File: src/rtl/core/bcs_pkg.sv
// ----------------------------------------------------------------------------
// bcs_pkg
// Types and constants of the brightness / contrast / saturation pipeline.
// ----------------------------------------------------------------------------
package bcs_pkg;

    localparam int BRIGHT_BITS    = 9;
    localparam int GAIN_BITS      = 10;
    localparam int GAIN_ONE       = 256;
    localparam int CFG_INDEX_BITS = 2;
    localparam int CFG_DATA_BITS  = 16;

    localparam int NUM_COLOR = 3;
    localparam int NSTAGE    = 6;

    // BT.601 luma weights, 8 fraction bits
    localparam int W_RED   = 77;
    localparam int W_GREEN = 150;
    localparam int W_BLUE  = 29;

    typedef enum logic [CFG_INDEX_BITS-1:0] {
        CFG_BRIGHTNESS = 2'd0,
        CFG_CONTRAST   = 2'd1,
        CFG_SATURATION = 2'd2
    } bcs_cfg_reg_t;

    typedef struct packed {
        logic d_load;
        logic u_load;
    } bcs_front_ctl_t;

endpackage

File: src/rtl/core/bcs_contrast.sv
// ----------------------------------------------------------------------------
// bcs_contrast
// Front two stages of one color channel: brightness offset about mid-grey,
// then the contrast gain. Output u carries 9 fraction bits.
// ----------------------------------------------------------------------------
module bcs_contrast #(
    parameter int CHANNEL_BITS = 8
) (
    input  logic                                      aclk,
    input  bcs_pkg::bcs_front_ctl_t                   ctl,
    input  logic [CHANNEL_BITS-1:0]                   chan_in,
    input  logic signed [bcs_pkg::BRIGHT_BITS-1:0]    brightness,
    input  logic [bcs_pkg::GAIN_BITS-1:0]             contrast,
    output logic signed [CHANNEL_BITS+13:0]           u_out
);
    import bcs_pkg::*;

    localparam int DW   = CHANNEL_BITS + 3;
    localparam int UW   = CHANNEL_BITS + 14;
    localparam int MAXV = (1 << CHANNEL_BITS) - 1;

    logic signed [DW-1:0] chan_ext;
    logic signed [DW-1:0] sum;
    logic signed [DW-1:0] d_next;
    logic signed [DW-1:0] d_reg;
    logic signed [UW-1:0] u_next;
    logic signed [UW-1:0] u_reg;

    // d = 2*(c + b) - MAXV, mid-grey is MAXV/2
    always_comb begin
        chan_ext = $signed({3'b000, chan_in});
        sum      = chan_ext + DW'(brightness);
        d_next   = (sum <<< 1) - DW'(MAXV);
    end

    assign u_next = UW'(d_reg) * UW'($signed({1'b0, contrast})) + UW'(MAXV * GAIN_ONE);

    always_ff @(posedge aclk) begin
        if (ctl.d_load) begin
            d_reg <= d_next;
        end
        if (ctl.u_load) begin
            u_reg <= u_next;
        end
    end

    assign u_out = u_reg;

endmodule

File: src/rtl/core/pixel_brightness_contrast_saturation_top.sv
// ----------------------------------------------------------------------------
// pixel_brightness_contrast_saturation_top
// Brightness, contrast and BT.601-luma saturation adjust of RGBA pixels.
// ----------------------------------------------------------------------------
// One pixel per clock in, one per clock out while the output does not stall.
// Six register stages (offset, contrast multiply, luma sum, luma difference,
// saturation multiply, round and clamp) each hold their own valid bit; a
// per-stage ready chain lets bubbles close up under an output stall, so input
// is taken whenever any stage is free. Configuration writes are always
// accepted and act at once on every pixel that has not yet passed the stage
// reading that register, so write them only while the pipeline is empty.
// ----------------------------------------------------------------------------
module pixel_brightness_contrast_saturation_top #(
    parameter int CHANNEL_BITS = 8
) (
    input  logic                                 aclk,
    input  logic                                 aresetn,
    input  logic                                 cfg_valid,
    output logic                                 cfg_ready,
    input  logic [bcs_pkg::CFG_INDEX_BITS-1:0]   cfg_index,
    input  logic [bcs_pkg::CFG_DATA_BITS-1:0]    cfg_wdata,
    input  logic                                 s_valid,
    output logic                                 s_ready,
    input  logic [CHANNEL_BITS-1:0]              s_red_in,
    input  logic [CHANNEL_BITS-1:0]              s_green_in,
    input  logic [CHANNEL_BITS-1:0]              s_blue_in,
    input  logic [CHANNEL_BITS-1:0]              s_alpha_in,
    output logic                                 m_valid,
    input  logic                                 m_ready,
    output logic [CHANNEL_BITS-1:0]              m_red_out,
    output logic [CHANNEL_BITS-1:0]              m_green_out,
    output logic [CHANNEL_BITS-1:0]              m_blue_out,
    output logic [CHANNEL_BITS-1:0]              m_alpha_out
);
    import bcs_pkg::*;

    localparam int CB    = CHANNEL_BITS;
    localparam int UW    = CB + 14;
    localparam int YW    = UW + 8;
    localparam int EW    = YW + 2;
    localparam int MW    = EW + 11;
    localparam int PW    = MW + 1;
    localparam int MAXV  = (1 << CB) - 1;
    localparam int RND   = 1 << 24;
    localparam int SHIFT = 25;

    // configuration
    logic signed [BRIGHT_BITS-1:0] brightness_reg;
    logic [GAIN_BITS-1:0]          contrast_reg;
    logic [GAIN_BITS-1:0]          saturation_reg;

    assign cfg_ready = 1'b1;

    always_ff @(posedge aclk) begin
        if (!aresetn) begin
            brightness_reg <= '0;
            contrast_reg   <= GAIN_BITS'(GAIN_ONE);
            saturation_reg <= GAIN_BITS'(GAIN_ONE);
        end else if (cfg_valid) begin
            case (cfg_index)
                CFG_BRIGHTNESS: brightness_reg <= cfg_wdata[BRIGHT_BITS-1:0];
                CFG_CONTRAST:   contrast_reg   <= cfg_wdata[GAIN_BITS-1:0];
                CFG_SATURATION: saturation_reg <= cfg_wdata[GAIN_BITS-1:0];
                default: ;
            endcase
        end
    end

    // stage control
    logic [NSTAGE-1:0] valid_reg;
    logic [NSTAGE-1:0] valid_in;
    logic [NSTAGE:0]   adv;

    always_comb begin
        adv[NSTAGE] = m_ready;
        for (int i = NSTAGE - 1; i >= 0; i--) begin
            adv[i] = !valid_reg[i] || adv[i+1];
        end
    end

    assign valid_in = {valid_reg[NSTAGE-2:0], s_valid};

    always_ff @(posedge aclk) begin
        if (!aresetn) begin
            valid_reg <= '0;
        end else begin
            for (int i = 0; i < NSTAGE; i++) begin
                if (adv[i]) begin
                    valid_reg[i] <= valid_in[i];
                end
            end
        end
    end

    assign s_ready = adv[0];
    assign m_valid = valid_reg[NSTAGE-1];

    // alpha delay line
    logic [CB-1:0] alpha_reg [NSTAGE];

    always_ff @(posedge aclk) begin
        for (int i = 0; i < NSTAGE; i++) begin
            if (adv[i]) begin
                alpha_reg[i] <= (i == 0) ? s_alpha_in : alpha_reg[(i == 0) ? 0 : i - 1];
            end
        end
    end

    // stages 0 and 1: offset and contrast
    bcs_front_ctl_t       front_ctl;
    logic [CB-1:0]        chan_in [NUM_COLOR];
    logic signed [UW-1:0] u_ch    [NUM_COLOR];

    assign front_ctl.d_load = adv[0];
    assign front_ctl.u_load = adv[1];
    assign chan_in[0] = s_red_in;
    assign chan_in[1] = s_green_in;
    assign chan_in[2] = s_blue_in;

    for (genvar c = 0; c < NUM_COLOR; c++) begin : g_front
        bcs_contrast #(
            .CHANNEL_BITS (CB)
        ) u_contrast (
            .aclk       (aclk),
            .ctl        (front_ctl),
            .chan_in    (chan_in[c]),
            .brightness (brightness_reg),
            .contrast   (contrast_reg),
            .u_out      (u_ch[c])
        );
    end

    // stage 2: luma
    logic signed [YW-1:0] y_next;
    logic signed [YW-1:0] y2_reg;
    logic signed [UW-1:0] u2_reg [NUM_COLOR];

    assign y_next = YW'(u_ch[0]) * YW'(W_RED) + YW'(u_ch[1]) * YW'(W_GREEN)
                  + YW'(u_ch[2]) * YW'(W_BLUE);

    always_ff @(posedge aclk) begin
        if (adv[2]) begin
            y2_reg <= y_next;
            for (int c = 0; c < NUM_COLOR; c++) begin
                u2_reg[c] <= u_ch[c];
            end
        end
    end

    // stage 3: channel minus luma
    logic signed [EW-1:0] e_next [NUM_COLOR];
    logic signed [EW-1:0] e3_reg [NUM_COLOR];
    logic signed [YW-1:0] y3_reg;

    always_comb begin
        for (int c = 0; c < NUM_COLOR; c++) begin
            e_next[c] = (EW'(u2_reg[c]) <<< 8) - EW'(y2_reg);
        end
    end

    always_ff @(posedge aclk) begin
        if (adv[3]) begin
            y3_reg <= y2_reg;
            for (int c = 0; c < NUM_COLOR; c++) begin
                e3_reg[c] <= e_next[c];
            end
        end
    end

    // stage 4: saturation multiply
    logic signed [MW-1:0] m_next [NUM_COLOR];
    logic signed [MW-1:0] m4_reg [NUM_COLOR];
    logic signed [YW-1:0] y4_reg;

    always_comb begin
        for (int c = 0; c < NUM_COLOR; c++) begin
            m_next[c] = MW'(e3_reg[c]) * MW'($signed({1'b0, saturation_reg}));
        end
    end

    always_ff @(posedge aclk) begin
        if (adv[4]) begin
            y4_reg <= y3_reg;
            for (int c = 0; c < NUM_COLOR; c++) begin
                m4_reg[c] <= m_next[c];
            end
        end
    end

    // stage 5: round half up and clamp
    logic signed [PW-1:0] p_sum  [NUM_COLOR];
    logic signed [PW-1:0] q_val  [NUM_COLOR];
    logic [CB-1:0]        o_next [NUM_COLOR];
    logic [CB-1:0]        o5_reg [NUM_COLOR];

    always_comb begin
        for (int c = 0; c < NUM_COLOR; c++) begin
            p_sum[c] = PW'(m4_reg[c]) + (PW'(y4_reg) <<< 8) + PW'(RND);
            q_val[c] = p_sum[c] >>> SHIFT;
            if (q_val[c][PW-1]) begin
                o_next[c] = '0;
            end else if (q_val[c] > PW'(MAXV)) begin
                o_next[c] = CB'(MAXV);
            end else begin
                o_next[c] = q_val[c][CB-1:0];
            end
        end
    end

    always_ff @(posedge aclk) begin
        if (adv[5]) begin
            for (int c = 0; c < NUM_COLOR; c++) begin
                o5_reg[c] <= o_next[c];
            end
        end
    end

    assign m_red_out   = o5_reg[0];
    assign m_green_out = o5_reg[1];
    assign m_blue_out  = o5_reg[2];
    assign m_alpha_out = alpha_reg[NSTAGE-1];

endmodule

File: config.mk
export PLATFORM = sky130hd
export DESIGN_NAME = pixel_brightness_contrast_saturation_top
export DESIGN_NICKNAME = d
export VERILOG_FILES = /design/src/rtl/core/bcs_pkg.sv /design/src/rtl/core/bcs_contrast.sv /design/src/rtl/core/pixel_brightness_contrast_saturation_top.sv
export SDC_FILE = /design/constraint.sdc
export NUM_CORES = 2
export LEC_CHECK = 0
export ABC_AREA = 1
export BUFFER_PORTS_ARGS = -buffer_cell sky130_fd_sc_hd__buf_2
export CORE_ASPECT_RATIO = 1.5
export CORE_MARGIN = 4
export CORE_UTILIZATION = 40
export CTS_BUF_LIST = sky130_fd_sc_hd__clkbuf_8
export CTS_CLUSTER_DIAMETER = 60
export DETAILED_ROUTE_END_ITERATION = 16
export GPL_TIMING_DRIVEN = 1
export SLEW_MARGIN = 5
export SYNTH_ARGS = -nofsm -noshare
export SYNTH_HDL_FRONTEND = slang
export SYNTH_SLANG_ARGS = --single-unit
File: constraint.sdc
create_clock -name aclk -period 13.2 [get_ports aclk]
set_input_delay 1.98 -clock aclk [delete_from_list [all_inputs] [get_ports aclk]]
set_output_delay 1.98 -clock aclk [all_outputs]
set_load 0.01 [all_outputs]
# Word-level counts from Yosys, hierarchy flattened
# Memories as Yosys holds them, arrays and structs flattened.
# Index checks and enable logic that the tools add are counted.
# word_totals
regBits,224
ram_bits,363
in_bits,55
output_inout_bits,35
elab_cells,91
memories,5
# mem_list
name,words,width,read_ports,rd_clocked_by_memory_dff,wr,line_no,source
m4_reg,3,43,3,0,3,pixel_brightness_contrast_saturation_top.sv:172,logic signed [MW-1:0] m4_reg [NUM_COLOR];
e3_reg,3,32,3,0,3,pixel_brightness_contrast_saturation_top.sv:152,logic signed [EW-1:0] e3_reg [NUM_COLOR];
u2_reg,3,22,3,0,3,pixel_brightness_contrast_saturation_top.sv:136,logic signed [UW-1:0] u2_reg [NUM_COLOR];
alpha_reg,6,8,6,0,6,pixel_brightness_contrast_saturation_top.sv:99,logic [CB-1:0] alpha_reg [NSTAGE];
o5_reg,3,8,3,0,3,pixel_brightness_contrast_saturation_top.sv:194,logic [CB-1:0] o5_reg [NUM_COLOR];
# op_classes
add_sub_neg,20
multipliers,9
magnitude_cmp,3
eq_ne,2
mux,18
reduce_logical,16
# op_table
cell,n
$add 43x38->44,3
$add 44x26->44 const B,3
$mul 32x11->43,3
$sub 30x30->31,3
$add 22x17->22 const B,3
$mul 11x11->22,3
$gt 19x9->1 const B,3
$mux 8,6
$sub 11x9->11 const B,3
$add 30x28->30,1
$add 30x30->30,1
$add 9x9->10,3
$mul 22x8->30 const B,1
$mul 22x8->29 const B,1
$mul 22x6->28 const B,1
$mux 1,12
$logic_not 1->1,6
$logic_or 1x1->1,6
$reduce_and 2->1,3
$eq 2x1->1 const B,1
$eq 2x2->1 const B,1
$logic_not 2->1,1

# Longest topological paths before layout
# logic_depth
depth_word,9
mapped_depth,39
depth_no_buf,39

# Modules after synthesis
# Synthesis repeated with hierarchy kept, for this count alone.
# hier_totals
cells_unflattened,10183
hier_area_um2,85047.8
# modules_own_cells
module,instances,cells_per_inst,area_per_inst_um2,seq_area_each_um2
pixel_brightness_contrast_saturation_top,1,7880,66155.9,12982.5
bcs_contrast (g_front[1].u_contrast ...),2,759,6269.8,960.9
bcs_contrast (g_front[0].u_contrast),1,785,6352.3,960.9

# Worst setup path before layout
# Ideal clock, no wire load.
# synth_timing
path_kind,input to output
from,input port m_ready
to,output port s_ready
arrival_time_ps,11218
required_time_ps,11220
slack_ps,2
cell_stages,10
path_buffers,0
path_cell_list,nor2_1 > inv_1 > nor2_1 > inv_1 > nor2_1 > inv_1 > nor2_1 > inv_1 > nor2_1 > nand2_1
# synth_between
elab_chain_cells,6
# synth_lines
element,line_no,source
start: declaration,pixel_brightness_contrast_saturation_top.sv:29,"input logic m_ready,"
$logic_or 1x1->1,pixel_brightness_contrast_saturation_top.sv:77,adv[i] = !valid_reg[i] || adv[i+1];
net adv[5],pixel_brightness_contrast_saturation_top.sv:72,logic [NSTAGE:0] adv;
$logic_or 1x1->1,pixel_brightness_contrast_saturation_top.sv:77,
net adv[4],pixel_brightness_contrast_saturation_top.sv:72,
$logic_or 1x1->1,pixel_brightness_contrast_saturation_top.sv:77,
net adv[3],pixel_brightness_contrast_saturation_top.sv:72,
$logic_or 1x1->1,pixel_brightness_contrast_saturation_top.sv:77,
net adv[2],pixel_brightness_contrast_saturation_top.sv:72,
$logic_or 1x1->1 (2 in a row),pixel_brightness_contrast_saturation_top.sv:77,
end: declaration,pixel_brightness_contrast_saturation_top.sv:23,"output logic s_ready,"
# The timed path passes the listed nets, and every way through them passes these cells.

# Worst setup path after layout
# layout_timing
from,register g_front[1].u_contrast.u_reg[0]
to,register y2_reg[29] (data pin)
# layout_between
elab_chain_cells,3
# layout_lines
element,line_no,source
start: declaration,bcs_contrast.sv:27,logic signed [UW-1:0] u_reg;
start signal: assignment,bcs_contrast.sv:43,u_reg <= u_next;
$mul 22x8->29,pixel_brightness_contrast_saturation_top.sv:138,assign y_next = YW'(u_ch[0]) * YW'(W_RED) + YW'(u_ch[1]) * YW'(W_GREEN)
$add 30x30->30,pixel_brightness_contrast_saturation_top.sv:138,
$add 30x28->30,pixel_brightness_contrast_saturation_top.sv:139,+ YW'(u_ch[2]) * YW'(W_BLUE);
net y_next[29],pixel_brightness_contrast_saturation_top.sv:134,logic signed [YW-1:0] y_next;
end signal: assignment,pixel_brightness_contrast_saturation_top.sv:143,y2_reg <= y_next;
end: declaration,pixel_brightness_contrast_saturation_top.sv:135,logic signed [YW-1:0] y2_reg;
# The timed path passes the listed nets, and every way through them passes these cells.
# A chain may end at the register's enable or synchronous reset.

==> results by group <==
Run status
  • Status: completed

Min path
  • Worst hold start: alpha_reg[0][3]
  • Hold endpoint: alpha_reg[1][3]
  • WHS Path Cells: 0
  • Hold WC Path Type: register to register

Place
  • Placer's final routability congestion estimate: 0.937
  • Port Buffers: just over 80
  • Final HPWL DP: 186 mm
  • Total placed instance area: 0.0839 mm²

Clock network
  • Post-CTS setup buffer count: 0
  • Worst-case clock buffer depth: 3
  • Clk_lat worst skew: 0.85 ns
  • Clock slew at reported path FFs: 0.06 ns
  • PostCTS Resize Cnt: 0
  • H-tree Lvls: 3
  • Hold_buf cts: 0
  • # clock sinks: 527
  • CTS Buf Count: 91
  • Root Driver: clkbuf_8
  • CTS tree: yes

Synthesis
  • Post-synth net total: 11520
  • Synth Flop Type: edfxtp_1
  • Post-synthesis xor/xnor area fraction: 0.0387
  • Yosys cell types: 55
  • Register bit total from synthesis: 527
  • Post-synthesis sequential area ratio: 0.192
  • Post-Synth Adder-Cell Area: 0.447
  • Yosys warns: 0
  • Mux contribution to synthesized area: 0
  • Synthesized area: between 0.08 and 0.09 mm²
  • Mean Syn Cell Area: 8.65 µm²
  • Simple-Gate Fraction of Synth Area: 0.131
  • Largest family of logic cells by synthesized area: adder cells
  • Post-synth EDFFs: 492
  • Post-Synthesis Cells: just over 9000
  • Async set or reset register ratio after synthesis: 0
  • Area fraction in compound gates after synthesis: 0.0662

Global route
  • First-pass GRT wire length: between 300 and 400 mm
  • Total congestion overflow: 0
  • Antenna violations before repair: 3
  • Gr usage total: 0.212
  • Pin count of the biggest net entering global routing: 73
  • Vias in the first global route: 65216

Final layout
  • Commonest non-fill, non-tap cells in the layout: inv_1, nand2_1, fa_1
  • Largest register FFs: 102
  • Nets: 11503
  • Commonest non-fill, non-tap cell in the layout: inv_1
  • Share of layout cells above drive strength 1: 0.0327
  • Synthesis-to-finish area growth: 6.03%
  • Fillers: between 15000 and 20000
  • Finished layout cell area: 0.0856 mm²

STA
  • Period utilisation layout: 0.710
  • RSZ-0062 raised after global routing: false
  • Setup_tns: 0 ns
  • Setup Viol. Count Final: 0
  • Setup Skew: 0.103 ns
  • Final hold slack: about 0.42 ns
  • Slew Limit Fails: 0
  • Final Hold Fails: 0
  • Max_slew headroom: 0.312
  • Peak Freq: 107 MHz
  • Worst Max-Slew Pin Slew: around 1.0 ns
  • Tmin final: around 9.4 ns

Floorplan
  • DIE AREA: 0.209 mm²
  • DIE HEIGHT: 558 µm
  • Die Width: ~370 µm
  • IO Count: 90
  • Initial cell density of the core: 0.403
  • Site row count: 201
  • Total core area: 0.200 mm²

Routing
  • Drt initial violations: roughly 2900
  • Vias per cell: 4.92
  • Total wire length: 218 mm
  • Post-route ant nets: 0
  • Via count: 59182
  • Routed len/inst: 18.1 µm
  • DR DRC count: 0
  • DR pass1 iterations: 5

Setup path
  • Worst R2R Setup Slack: 3.82 ns
  • Worst path max stage delay: around 0.74 ns
  • Worst Path Class, Setup: register to register
  • Worst R2R Start: g_front[1].u_contrast.u_out[0]
  • Req. time, crit path: 13.70 ns
  • R2R cell count: 35
  • CP max stage cell: edfxtp_1
  • CP dominant cell by count: inv_1
  • Crit end category: register
  • Reg-to-reg endpoint: y2_reg[29]
  • Worst EP arrival: 9.88 ns
  • Critical path peak fanout: 11
  • Critical Path Start Type: register

Flow run
  • Max_cap viols: 0
[area by class of cell]
| cell class | count | area (µm²) | area share |
|---|---|---|---|
| antenna | 4 | 10.0 | 0.000117 |
| clock buffer | 91 | 1250 | 0.0146 |
| clock inverter | 73 | 485 | 0.00567 |
| inverter | 2457 | 9230 | 0.108 |
| multi-input combinational | 6124 | 55200 | 0.645 |
| sequential | 527 | 15500 | 0.181 |
| tap | 2639 | 3300 | 0.0386 |
| timing repair buffer | 114 | 651 | 0.00760 |
[worst max path at each step]
| stage | end | start | slack [ns] | cells after the start |
|---|---|---|---|---|
| after floorplan | s_ready | m_ready | 0.002 | 10 |
| after global placement | y2_reg[28] | g_front[1].u_contrast.u_out[0] | 3.96 | 33 |
| after CTS | y2_reg[28] | g_front[1].u_contrast.u_out[0] | 3.89 | 33 |
| after detailed placement | y2_reg[28] | g_front[1].u_contrast.u_out[0] | 3.99 | 33 |
| after global routing | y2_reg[23] | g_front[1].u_contrast.u_out[0] | 3.32 | 31 |
| final | y2_reg[29] | g_front[1].u_contrast.u_out[0] | 3.82 | 35 |
[synthesized netlist by cell type (14+ instances only)]
cell type	number	area, µm²
a31oi_1	44	275
inv_1	2451	9200
nand3_1	139	696
a21o_1	24	180
o21ai_0	227	1140
nor2_1	417	1570
nor3_1	53	265
o21a_1	27	203
a21oi_1	482	2410
xnor2_1	125	1090
fa_1	1256	25100
ha_1	877	11000
xor2_1	228	2000
and3_1	14	87.6
nor4_1	16	100
dfxtp_1	35	701
buf_1	76	285
edfxtp_1	492	14800
nand4_1	41	257
o21ai_2	15	131
o21ai_1	25	125
o21bai_1	35	263
clkbuf_1	143	537
nand2_1	1966	7380
[cell families after synthesis]
family                     Yosys count
DFF                                527
buffers and inverters             2681
and+or+nand+nor                   2681
xor gates and xnor gates           355
AOI/OAI and AO/OA                  954
other                                1
adders and majority gates         2133
[metrics by stage]
step	utilization	instances	setup WS (ns)
final	0.427	12029	3.82
after global routing	0.427	12028	3.32
after CTS	0.427	12025	3.89
after detailed placement	0.419	11861	3.99
after global placement	0.419	11861	3.96
after floorplan	-	9332	0.00187
[metal layers]
metal,global-route usage,routed length [µm],vias up
met2,0.412,117000,1238
met3,0.0209,7380,479
li1,-,-,28294
met1,0.221,78200,29171
met4,0.123,14800,0
met5,0,0,-
[worst max-delay path, delay by kind of cell, from the launching register on]
| family | cells | cell delay (ns) |
|---|---|---|
| xor gates and xnor gates | 1 | 0.12 |
| adders and majority gates | 11 | 4.67 |
| AOI/OAI and AO/OA | 7 | 2.22 |
| buffers and inverters | 9 | 0.51 |
| DFF | 1 | 0.74 |
| and+or+nand+nor | 7 | 0.72 |
Power is not shown: default switching activity piles up to over one toggle a cycle in this logic, so the estimate is an artifact.
